**src/hw/rtl/spcs_pkg.sv**
```systemverilog
// Shared types and constants for the shifted parity correlation sums block.
// No dependencies; used by the core and by its checker.
package spcs_pkg;

   localparam int WINDOW_BITS   = 64;   // bits kept in the parity window
   localparam int SUM_WIDTH     = 41;   // accumulator width, saturating
   localparam int OUT_SUM_WIDTH = 41;
   localparam int COUNT_WIDTH   = 40;
   localparam int SHIFT_K_WIDTH = 5;
   localparam int SHIFT_H_WIDTH = 6;
   localparam int SPAN_WIDTH    = 7;    // k + h
   localparam int WIN_IDX_WIDTH = $clog2(WINDOW_BITS);
   localparam int SEEN_WIDTH    = $clog2(WINDOW_BITS + 1);
   localparam int CMP_WIDTH     = 9;    // holds span, bits seen and the window size
   localparam int CSR_IDX_WIDTH = 4;
   localparam int CSR_DATA_WIDTH = 8;

   typedef logic signed [SUM_WIDTH-1:0]     acc_type;
   typedef logic signed [OUT_SUM_WIDTH-1:0] sum_out_type;
   typedef logic [COUNT_WIDTH-1:0]          count_type;
   typedef logic [SHIFT_K_WIDTH-1:0]        shift_k_type;
   typedef logic [SHIFT_H_WIDTH-1:0]        shift_h_type;
   typedef logic [CSR_IDX_WIDTH-1:0]        csr_idx_type;
   typedef logic [CSR_DATA_WIDTH-1:0]       csr_data_type;

   localparam csr_idx_type REG_SHIFT_K = csr_idx_type'(0);
   localparam csr_idx_type REG_SHIFT_H = csr_idx_type'(1);

   localparam shift_k_type RESET_SHIFT_K = shift_k_type'(11);
   localparam shift_h_type RESET_SHIFT_H = shift_h_type'(6);

   // symmetric saturation bounds +/-(2^(SUM_WIDTH-1) - 1)
   localparam acc_type SUM_MAX = acc_type'({1'b0, {(SUM_WIDTH-1){1'b1}}});
   localparam acc_type SUM_MIN = acc_type'({1'b1, {(SUM_WIDTH-2){1'b0}}, 1'b1});
   localparam count_type COUNT_MAX = {COUNT_WIDTH{1'b1}};
   localparam logic [CMP_WIDTH-1:0] WIN_LIMIT = CMP_WIDTH'(WINDOW_BITS);

endpackage

```
**src/hw/rtl/shifted_parity_correlation_sums_core.sv**
```systemverilog
// Top level of the shifted parity correlation sums block.
// Depends on spcs_pkg for widths, register indexes and saturation bounds.

// One parity bit per beat, accepted every cycle unless the input register
// holds. A beat lands in an input register and is then folded into the bit
// window, and into the three saturating sums and the term count when a term
// is complete; a beat with report set also loads the result register, from
// the sums that include it. The input register keeps taking beats while a
// result waits, and holds only when it carries a report and the result
// register is still occupied and not being read. Shift writes are taken at
// any time and should be made while the block is idle.
module shifted_parity_correlation_sums_core (
   input  logic                        clock,
   input  logic                        reset,
   input  logic                        req_valid,
   output logic                        req_ready,
   input  logic                        req_parity_bit,
   input  logic                        req_report,
   output logic                        rsp_valid,
   input  logic                        rsp_ready,
   output spcs_pkg::sum_out_type       rsp_sum_four,
   output spcs_pkg::sum_out_type       rsp_sum_first_pair,
   output spcs_pkg::sum_out_type       rsp_sum_second_pair,
   output spcs_pkg::count_type         rsp_terms_done,
   output logic                        rsp_overflowed,
   input  logic                        csr_valid,
   output logic                        csr_ready,
   input  spcs_pkg::csr_idx_type       csr_index,
   input  spcs_pkg::csr_data_type      csr_wdata
);
   import spcs_pkg::*;

   typedef struct packed {
      acc_type acc;
      logic    hit;
   } sat_res_type;

   // down = 1 steps by -1
   function automatic sat_res_type sat_step(acc_type acc, logic down);
      sat_res_type r;
      r.acc = acc;
      r.hit = 1'b0;
      if (down) begin
         if (acc <= SUM_MIN) r.hit = 1'b1;
         else                r.acc = acc - acc_type'(1);
      end else begin
         if (acc >= SUM_MAX) r.hit = 1'b1;
         else                r.acc = acc + acc_type'(1);
      end
      return r;
   endfunction

   shift_k_type shift_k_ff;
   shift_h_type shift_h_ff;

   logic in_valid_ff, in_bit_ff, in_report_ff;
   logic advance;

   logic [WINDOW_BITS-1:0] win_ff, win_in;
   logic [SEEN_WIDTH-1:0]  seen_ff, seen_in;
   acc_type   acc_four_ff, acc_first_ff, acc_second_ff;
   count_type count_ff, count_in;
   logic      sat_ff, sat_in;

   logic [SPAN_WIDTH-1:0] span;
   logic                  term_en;
   logic                  a_bit, b_bit;
   sat_res_type           step_four, step_first, step_second;
   acc_type               acc_four_in, acc_first_in, acc_second_in;

   logic        rsp_valid_ff;
   sum_out_type rsp_four_ff, rsp_first_ff, rsp_second_ff;
   count_type   rsp_terms_ff;
   logic        rsp_ovf_ff;

   assign csr_ready = 1'b1;

   always_ff @(posedge clock) begin
      if (reset) begin
         shift_k_ff <= RESET_SHIFT_K;
         shift_h_ff <= RESET_SHIFT_H;
      end else if (csr_valid) begin
         unique case (csr_index)
            REG_SHIFT_K: shift_k_ff <= csr_wdata[SHIFT_K_WIDTH-1:0];
            REG_SHIFT_H: shift_h_ff <= csr_wdata[SHIFT_H_WIDTH-1:0];
            default: ;
         endcase
      end
   end

   // input stage stalls only on a report beat that has nowhere to go
   assign advance   = in_valid_ff && (!in_report_ff || !rsp_valid_ff || rsp_ready);
   assign req_ready = !in_valid_ff || advance;

   always_ff @(posedge clock) begin
      if (reset) begin
         in_valid_ff <= 1'b0;
      end else if (req_ready) begin
         in_valid_ff <= req_valid;
      end
   end

   always_ff @(posedge clock) begin
      if (req_ready && req_valid) begin
         in_bit_ff    <= req_parity_bit;
         in_report_ff <= req_report;
      end
   end

   // newest bit sits at index 0, so win[i] is the bit i beats back
   always_comb begin
      win_in  = {win_ff[WINDOW_BITS-2:0], in_bit_ff};
      seen_in = seen_ff;
      if (CMP_WIDTH'(seen_ff) < WIN_LIMIT) seen_in = seen_ff + SEEN_WIDTH'(1);
      span    = SPAN_WIDTH'(shift_k_ff) + SPAN_WIDTH'(shift_h_ff);
      term_en = (CMP_WIDTH'(span) < WIN_LIMIT) && (CMP_WIDTH'(seen_in) > CMP_WIDTH'(span));
      a_bit   = win_in[span[WIN_IDX_WIDTH-1:0]]
                ^ win_in[WIN_IDX_WIDTH'(shift_h_ff)];
      b_bit   = win_in[WIN_IDX_WIDTH'(shift_k_ff)] ^ win_in[0];
      step_four   = sat_step(acc_four_ff, a_bit ^ b_bit);
      step_first  = sat_step(acc_first_ff, a_bit);
      step_second = sat_step(acc_second_ff, b_bit);

      acc_four_in   = acc_four_ff;
      acc_first_in  = acc_first_ff;
      acc_second_in = acc_second_ff;
      count_in      = count_ff;
      sat_in        = sat_ff;
      if (term_en) begin
         acc_four_in   = step_four.acc;
         acc_first_in  = step_first.acc;
         acc_second_in = step_second.acc;
         if (count_ff == COUNT_MAX) sat_in = 1'b1;
         else                       count_in = count_ff + count_type'(1);
         if (step_four.hit || step_first.hit || step_second.hit) sat_in = 1'b1;
      end
   end

   always_ff @(posedge clock) begin
      if (reset) begin
         win_ff        <= '0;
         seen_ff       <= '0;
         acc_four_ff   <= '0;
         acc_first_ff  <= '0;
         acc_second_ff <= '0;
         count_ff      <= '0;
         sat_ff        <= 1'b0;
      end else if (advance) begin
         win_ff        <= win_in;
         seen_ff       <= seen_in;
         acc_four_ff   <= acc_four_in;
         acc_first_ff  <= acc_first_in;
         acc_second_ff <= acc_second_in;
         count_ff      <= count_in;
         sat_ff        <= sat_in;
      end
   end

   always_ff @(posedge clock) begin
      if (reset) begin
         rsp_valid_ff <= 1'b0;
      end else if (advance && in_report_ff) begin
         rsp_valid_ff <= 1'b1;
      end else if (rsp_ready) begin
         rsp_valid_ff <= 1'b0;
      end
   end

   always_ff @(posedge clock) begin
      if (advance && in_report_ff) begin
         rsp_four_ff   <= sum_out_type'(acc_four_in);
         rsp_first_ff  <= sum_out_type'(acc_first_in);
         rsp_second_ff <= sum_out_type'(acc_second_in);
         rsp_terms_ff  <= count_in;
         rsp_ovf_ff    <= sat_in;
      end
   end

   assign rsp_valid           = rsp_valid_ff;
   assign rsp_sum_four        = rsp_four_ff;
   assign rsp_sum_first_pair  = rsp_first_ff;
   assign rsp_sum_second_pair = rsp_second_ff;
   assign rsp_terms_done      = rsp_terms_ff;
   assign rsp_overflowed      = rsp_ovf_ff;

endmodule

```
**config.mk**
```make
export PLATFORM = sky130hd
export DESIGN_NAME = shifted_parity_correlation_sums_core
export DESIGN_NICKNAME = d
export VERILOG_FILES = /design/src/hw/rtl/spcs_pkg.sv /design/src/hw/rtl/shifted_parity_correlation_sums_core.sv
export SDC_FILE = /design/constraint.sdc
export NUM_CORES = 1
export LEC_CHECK = 0
export BUFFER_PORTS_ARGS = -buffer_cell sky130_fd_sc_hd__buf_2
export CORE_ASPECT_RATIO = 2
export CORE_MARGIN = 2
export CORE_UTILIZATION = 50
export CTS_CLUSTER_DIAMETER = 80
export DETAILED_ROUTE_END_ITERATION = 12
export PLACE_DENSITY = 0.68
export SETUP_SLACK_MARGIN = 0.3
export SYNTH_ARGS = -nofsm -noshare
export SYNTH_HDL_FRONTEND = slang
export SYNTH_SLANG_ARGS = --single-unit
```
**constraint.sdc**
```tcl
create_clock -name clock -period 7 [get_ports clock]
set_input_delay 0.35 -clock clock [delete_from_list [all_inputs] [get_ports clock]]
set_output_delay 0.35 -clock clock [all_outputs]
set_load 0.02 [all_outputs]
```
==> results of run 1 <==
==> flip-flops by register name (all words and copies together) (netlist names), 41 cells and up <==
signal and cells:
acc_first_ff 41, rsp_sum_first_pair 41, rsp_sum_four 41, acc_second_ff 41, win_ff 63, rsp_sum_second_pair 41, acc_four_ff 41
==> cell type report <==
cell class,instances,area [um^2]
inverter,44,165
clock buffer,50,1060
timing repair buffer,208,1130
tap,627,785
clock inverter,20,209
fill,4253,20600
multi-input combinational,1981,12600
sequential,413,9930
==> critical path, stage by stage (launching register included) <==
cell	delay, ns
dfxtp_1	0.45
ha_1	0.31
fa_1	0.44
xor2_1	0.18
buf_4	0.32
inv_1	0.28
ha_1	0.37
o21a_1	0.12
o21a_1	0.12
o21bai_1	0.28
a21o_2	0.58
nor2_1	0.70
nand2_1	0.22
or4_1	0.47
a21oi_1	0.20
mux2_1	0.33
==> layer usage <==
metal  track usage (%)  share of wire (%)
met4              15.1                5.8
met3              2.74                4.4
met1              28.0                 37
met2              48.0                 53
met5                 0                  0
==> what timing repair did <==
item / CTS / global route
hold buffers: 2 / 0
hold endpoints to repair: 2 / 0
setup endpoints to repair: 0 / 0
==> where the power goes <==
group	internal, mW	switching, mW
Combinational	0.223	0.466
Sequential	2.54	0.0331
Clock	1.19	0.959
==> metrics by stage <==
stage | std cells | power (mW) | util (%) | setup slack, ns | instance area, um^2
finish | 3343 | 5.41 | 55.6 | 1.50 | 25900
global route | 3343 | 5.60 | 55.6 | 1.24 | 25900
CTS | 3343 | 5.45 | 55.6 | 1.60 | 25900
detailed placement | 3271 | 3.31 | 52.9 | 1.62 | 24600
global placement | 3271 | 3.30 | 52.9 | 1.69 | 24600
floorplan | 2631 | 3.13 | - | 2.01 | 23400
==> layout by cell type (no fill, tap or decap), types with 7 or more instances in the layout <==
cell type	netlist	routed
nor4_1	41	40
and4_1	15	15
nor3_1	92	92
dfxtp_1	247	247
nor2b_1	41	41
clkbuf_8	0	7
xnor2_1	109	109
nand3_1	123	123
a31oi_1	9	9
and3_1	42	41
or4_1	38	38
nand2b_1	11	11
mux2i_1	79	79
o32ai_1	8	8
inv_1	43	43
a21o_1	13	12
o21ai_0	75	75
nor2_1	232	232
and2_1	21	20
o211ai_1	11	11
ha_1	23	23
o31ai_1	9	9
nand2_1	346	345
buf_2	16	181
buf_4	6	23
or3_1	76	76
mux4_2	30	30
edfxtp_1	166	166
or2_2	11	11
mux2_2	43	43
nand4b_1	7	7
clkbuf_16	0	38
xor2_1	115	114
a21oi_1	194	194
nand4_1	65	65
==> kinds of logic after synthesis <==
group / after synthesis
buffers and inverters: 237
muxes: 157
xor gates and xnor gates: 227
AOI/OAI and AO/OA: 386
adders and majority gates: 24
other: 1
DFF: 413
and+or+nand+nor: 1186
==> worst max path at each step <==
stage                             start                      end  slack (ns)
after floorplan               rsp_valid           rsp_overflowed        2.01
after global placement    shift_k_ff[0]          acc_four_ff[12]        1.69
after detailed placement  shift_k_ff[0]  rsp_sum_second_pair[39]        1.62
after CTS                 shift_k_ff[0]  rsp_sum_second_pair[39]        1.60
after global routing      shift_k_ff[0]          acc_four_ff[12]        1.24
final                     shift_k_ff[0]          acc_four_ff[12]        1.50
==> metrics.txt, run 1 <==
critical path peak fanout=32; CTS Buf Count=38; GR Overflow Total=0; Seq/Total Area, Yosys=42.4%; global-route wire length before repair=100000 um; WP data arrival=5.95 ns; Layout Skew=0.0247 ns; Synth Flop Type=dfxtp_1; Worst-Skew Late Latency=0.57 ns; RR Startpoint=shift_k_ff[0]; antenna viol nets, final=0; CTS Buffer Depth=3; Layout area overhead=10.4%; Peak VDD IR=164 uV; most frequent cells after synthesis=346 x nand2_1, 247 x dfxtp_1, 232 x nor2_1; post-synthesis mux area share=8.61%; Post-DP HPWL=45300 um; Final Wtd Congestion=0.959; setup violators final=0; fraction of layout cells with a size suffix above 1=14.1%; port bufs=182; synthesized area per cell=8.91 um^2; Cells after Synth=2631; post-synth top area cell=edfxtp_1; vias per inst=5.93; Leak Pwr=9.87 nW; worst rel slew slack=22.2%; RSZ-0062 raised after global routing=no; DIE HEIGHT=310 um; fin crit share=78.5%; initial core utilization=50.4%; CTS H-tree depth=2; Hold Path Class=primary input to flip-flop; Hold Startpoint=csr_wdata[3]; reg-to-reg setup timing slack=1.50 ns; MaxCap Viol Count=0; Routed WL=63900 um; CP Launch Type=flip-flop; Yosys warning total=0; number of library cell types mapped by synthesis=86; core area=46500 um^2; top-count cell post-synth=nand2_1; initial antenna violation count=0; Setup crit end kind=flip-flop; Worst Hold Slack=0.0384 ns; via count=19.8k; nets=2729; worst r2r dst=acc_four_ff[12]; num rows=112; die area=48700 um^2; reg2reg path depth=15; DRT iter0 DRCs=1145; die width=157 um; DR pass1 iterations=5; Antenna diodes=0; Hold Path Depth=3; Fmax=182 MHz; Fin Setup TNS=0 ns; worst-margin pin slew=1.17 ns; Top Ports=186; largest net degree at the start of global routing=148; Worst Hold End=shift_k_ff[3]; post-CTS resize count=0; CP required=7.45 ns; largest family of logic cells by synthesized area=simple AND/OR/NAND/NOR gates; Critical Setup Path Class=flip-flop to flip-flop; Synth area leaders=edfxtp_1 21%, dfxtp_1 21%, nand2_1 5.5%; Period minus WS final=5.50 ns; DR DRC count=0; vias in the first global route=18.9k; clk slew on worst S/H paths=0.06 ns; EDFF count, synth=166; complex-gate fraction of the synthesized area=9.93%; gr usage total=25.8%; pwr dens=209 nW/um^2; Setup Fix Bufs, Post-CTS=0; CTS tree=done; CTS Sinks=413; CTS Root Cell=clkbuf_16; synthesized flop and latch total=413; Synth top area share=21.3%; Slew Viols, Final=0; Hold Fails Final Rpt=0; Mapped Area=23400 um^2; async set or reset register ratio after synthesis=0%; outcome=completed; xor and xnor area share after synthesis=8.63%; syn nets=2674; WL/cell=19.1 um; post-synthesis adder-cell area fraction=1.31%; Synth Area in Simple Gates=25.0%
Note: power is estimated with default switching activity, not from simulation.
==> run 2: changes to the inputs <==
- ABC_AREA: unset -> 1
- PLACE_DENSITY: 0.68 -> 0.7
- clock period: 7 -> 4.7 ns (I/O delays scaled with it)
==> run 2 against run 1 <==
Critical path depth grew 5. Clock power grew 58%. Register-to-register slack lost 0.82 ns. Die area grew 20%. Final cell count grew 56%. First-iteration DRC count grew 92%. Sequential power grew 65%. Cell area grew 20%. Setup slack lost 0.82 ns. Critical path type unchanged. Largest cell class unchanged. Largest power group unchanged.
==> metrics.txt, run 2 <==
xor and xnor area share after synthesis=6.88%; Synth Area in Simple Gates=34.9%; largest net degree at the start of global routing=208; reg2reg path depth=20; fraction of layout cells with a size suffix above 1=7.41%; nets=4466; Antenna diodes=0; Leak Pwr=14.0 nW; pwr dens=339 nW/um^2; reg-to-reg setup timing slack=0.68 ns; port bufs=182; vias in the first global route=27.8k; post-synthesis mux area share=0%; setup violators final=0; largest family of logic cells by synthesized area=simple AND/OR/NAND/NOR gates; Post-DP HPWL=78900 um; most frequent cells in the layout=1144 x nand2_1, 507 x inv_1, 501 x nor2_1; Tot Pwr=10.5 mW; CTS Root Cell=clkbuf_16; Seq/Total Area, Yosys=35.2%; via count=29.2k; GR Overflow Total=0; post-synthesis adder-cell area fraction=1.09%; DP Worst Slack=0.760 ns; worst-margin pin slew=1.11 ns; Hold Fails Final Rpt=0; die width=172 um; Critical Setup Path Class=flip-flop to flip-flop; Setup crit end kind=flip-flop; Fmax=249 MHz; Layout Skew=0.0368 ns; area of the multi-input gates=15300 um^2; Cells after Synth=4368; DIE HEIGHT=340 um; DR pass1 iterations=8; Synth top area share=17.6%; post-synth top area cell=edfxtp_1; Synth Flop Type=dfxtp_1; gr usage total=35.9%; CTS Buffer Depth=3; CTS Sinks=413; EDFF count, synth=166; RR Startpoint=shift_k_ff[2]; post-layout worst setup margin=0.684 ns; Layout area overhead=9.57%; post-CTS resize count=0; Routed WL=106000 um; outcome=completed; Peak VDD IR=424 uV; Hold Path Class=primary input to flip-flop; CTS tree=done; worst rel slew slack=26.3%; synthesized area per cell=6.47 um^2; top-count cell post-synth=nand2_1; WP data arrival=4.50 ns; Biggest register=win_ff; max FFs per register=63; Worst-Skew Late Latency=0.60 ns; MaxCap Viol Count=0; Worst Hold End=rsp_valid; Top Ports=186; worst r2r dst=acc_second_ff[6]; antenna viol nets, final=0; Fin Setup TNS=0 ns; Hold Startpoint=rsp_ready; commonest non-fill, non-tap cell in the layout=nand2_1; syn nets=4411; Yosys warning total=0; CTS H-tree depth=2; initial core utilization=50.4%; Mapped Area=28200 um^2; synthesized flop and latch total=413; RSZ-0062 raised after global routing=no; Final Wtd Congestion=1.04; async set or reset register ratio after synthesis=0%; die area=58500 um^2; WL/cell=20.3 um; core area=56000 um^2; critical path peak fanout=38; Period minus WS final=4.02 ns; global-route wire length before repair=161000 um; Slew Viols, Final=0; clk slew on worst S/H paths=0.06 ns; number of library cell types mapped by synthesis=45; number of fill cells in the layout=5833; initial antenna violation count=2; vias per inst=5.60; DR DRC count=0; CTS Buf Count=41; CP Launch Type=flip-flop; CP required=5.19 ns; Setup Fix Bufs, Post-CTS=0; Hold Path Depth=6; post-layout util=55.2%; DRT iter0 DRCs=2200; Synth area leaders=edfxtp_1 18%, dfxtp_1 18%, nand2_1 15%; CTS Hold Bufs=7; Seq. cell area=9930 um^2; num rows=123; most frequent cells after synthesis=1146 x nand2_1, 509 x inv_1, 501 x nor2_1; fin crit share=85.5%; complex-gate fraction of the synthesized area=11.3%
==> run 2: cells by family after synthesis <==
| kind of cell | Yosys count |
|---|---|
| buffers and inverters | 758 |
| AO/OA/AOI/OAI | 612 |
| flip-flops | 413 |
| XOR/XNOR | 221 |
| other | 1 |
| adder cells (fa/ha/maj) | 24 |
| AND/OR/NAND/NOR | 2339 |
==> run 2: layout make-up <==
class / instances / area share (%)
clock buffers: 61 / 3.89
repair buffers: 232 / 4.35
inverters: 538 / 6.56
flip-flops and latches: 413 / 32.1
multi-input cells: 3197 / 49.6
well taps: 750 / 3.03
clock inverters: 15 / 0.505
==> run 2: worst max-delay path by stage <==
stage | cells after the start | end | slack (ns) | start
2_1_floorplan | 6 | rsp_overflowed | 0.72 | rsp_valid
6_report | 20 | acc_second_ff[6] | 0.68 | shift_k_ff[2]
5_1_grt | 20 | acc_second_ff[6] | 0.31 | shift_k_ff[2]
3_5_place_dp | 19 | acc_second_ff[4] | 0.76 | shift_k_ff[2]
4_1_cts | 19 | acc_second_ff[6] | 0.76 | shift_k_ff[2]
3_3_place_gp | 19 | acc_second_ff[4] | 0.85 | shift_k_ff[2]
==> run 2: metrics by stage <==
stage | area (um^2) | hold WS (ns) | cells
after global placement | 29500 | 0.412 | 5123
after global routing | 30900 | 0.0679 | 5206
after detailed placement | 29500 | 0.414 | 5123
after floorplan | 28200 | 0.334 | 4368
after CTS | 30900 | 0.00195 | 5206
final | 30900 | 0.00461 | 5206
==> run 2: routing by layer <==
metal | part of all wire, % | up-vias | track usage, %
met3 | 5.0 | 356 | 4.20
li1 | - | 14300 | -
met1 | 35 | 13500 | 37.7
met4 | 8.8 | 4 | 26.3
met2 | 51 | 1044 | 64.8
met5 | 0.022 | - | 0
==> run 2: power breakdown <==
part	internal, mW	switching, mW
Combinational	0.764	2.08
Clock	1.90	1.50
Sequential	3.99	0.244
Total	6.65	3.82
==> run 2: worst max-delay path: stages (launching register included) <==
cell and delay [ns]:
dfxtp_1 0.47, ha_1 0.36, a21oi_1 0.28, nand2_1 0.08, nand2_1 0.07, nand2_1 0.18, ha_1 0.34, nand2_1 0.05
nor2_1 0.12, nand2_1 0.08, o211ai_1 0.11, nand3_2 0.18, inv_6 0.20, buf_4 0.42, nand2_1 0.24, inv_2 0.18
o21ai_0 0.13, o21ai_1 0.17, nand2_1 0.09, o21ai_1 0.13, inv_1 0.05
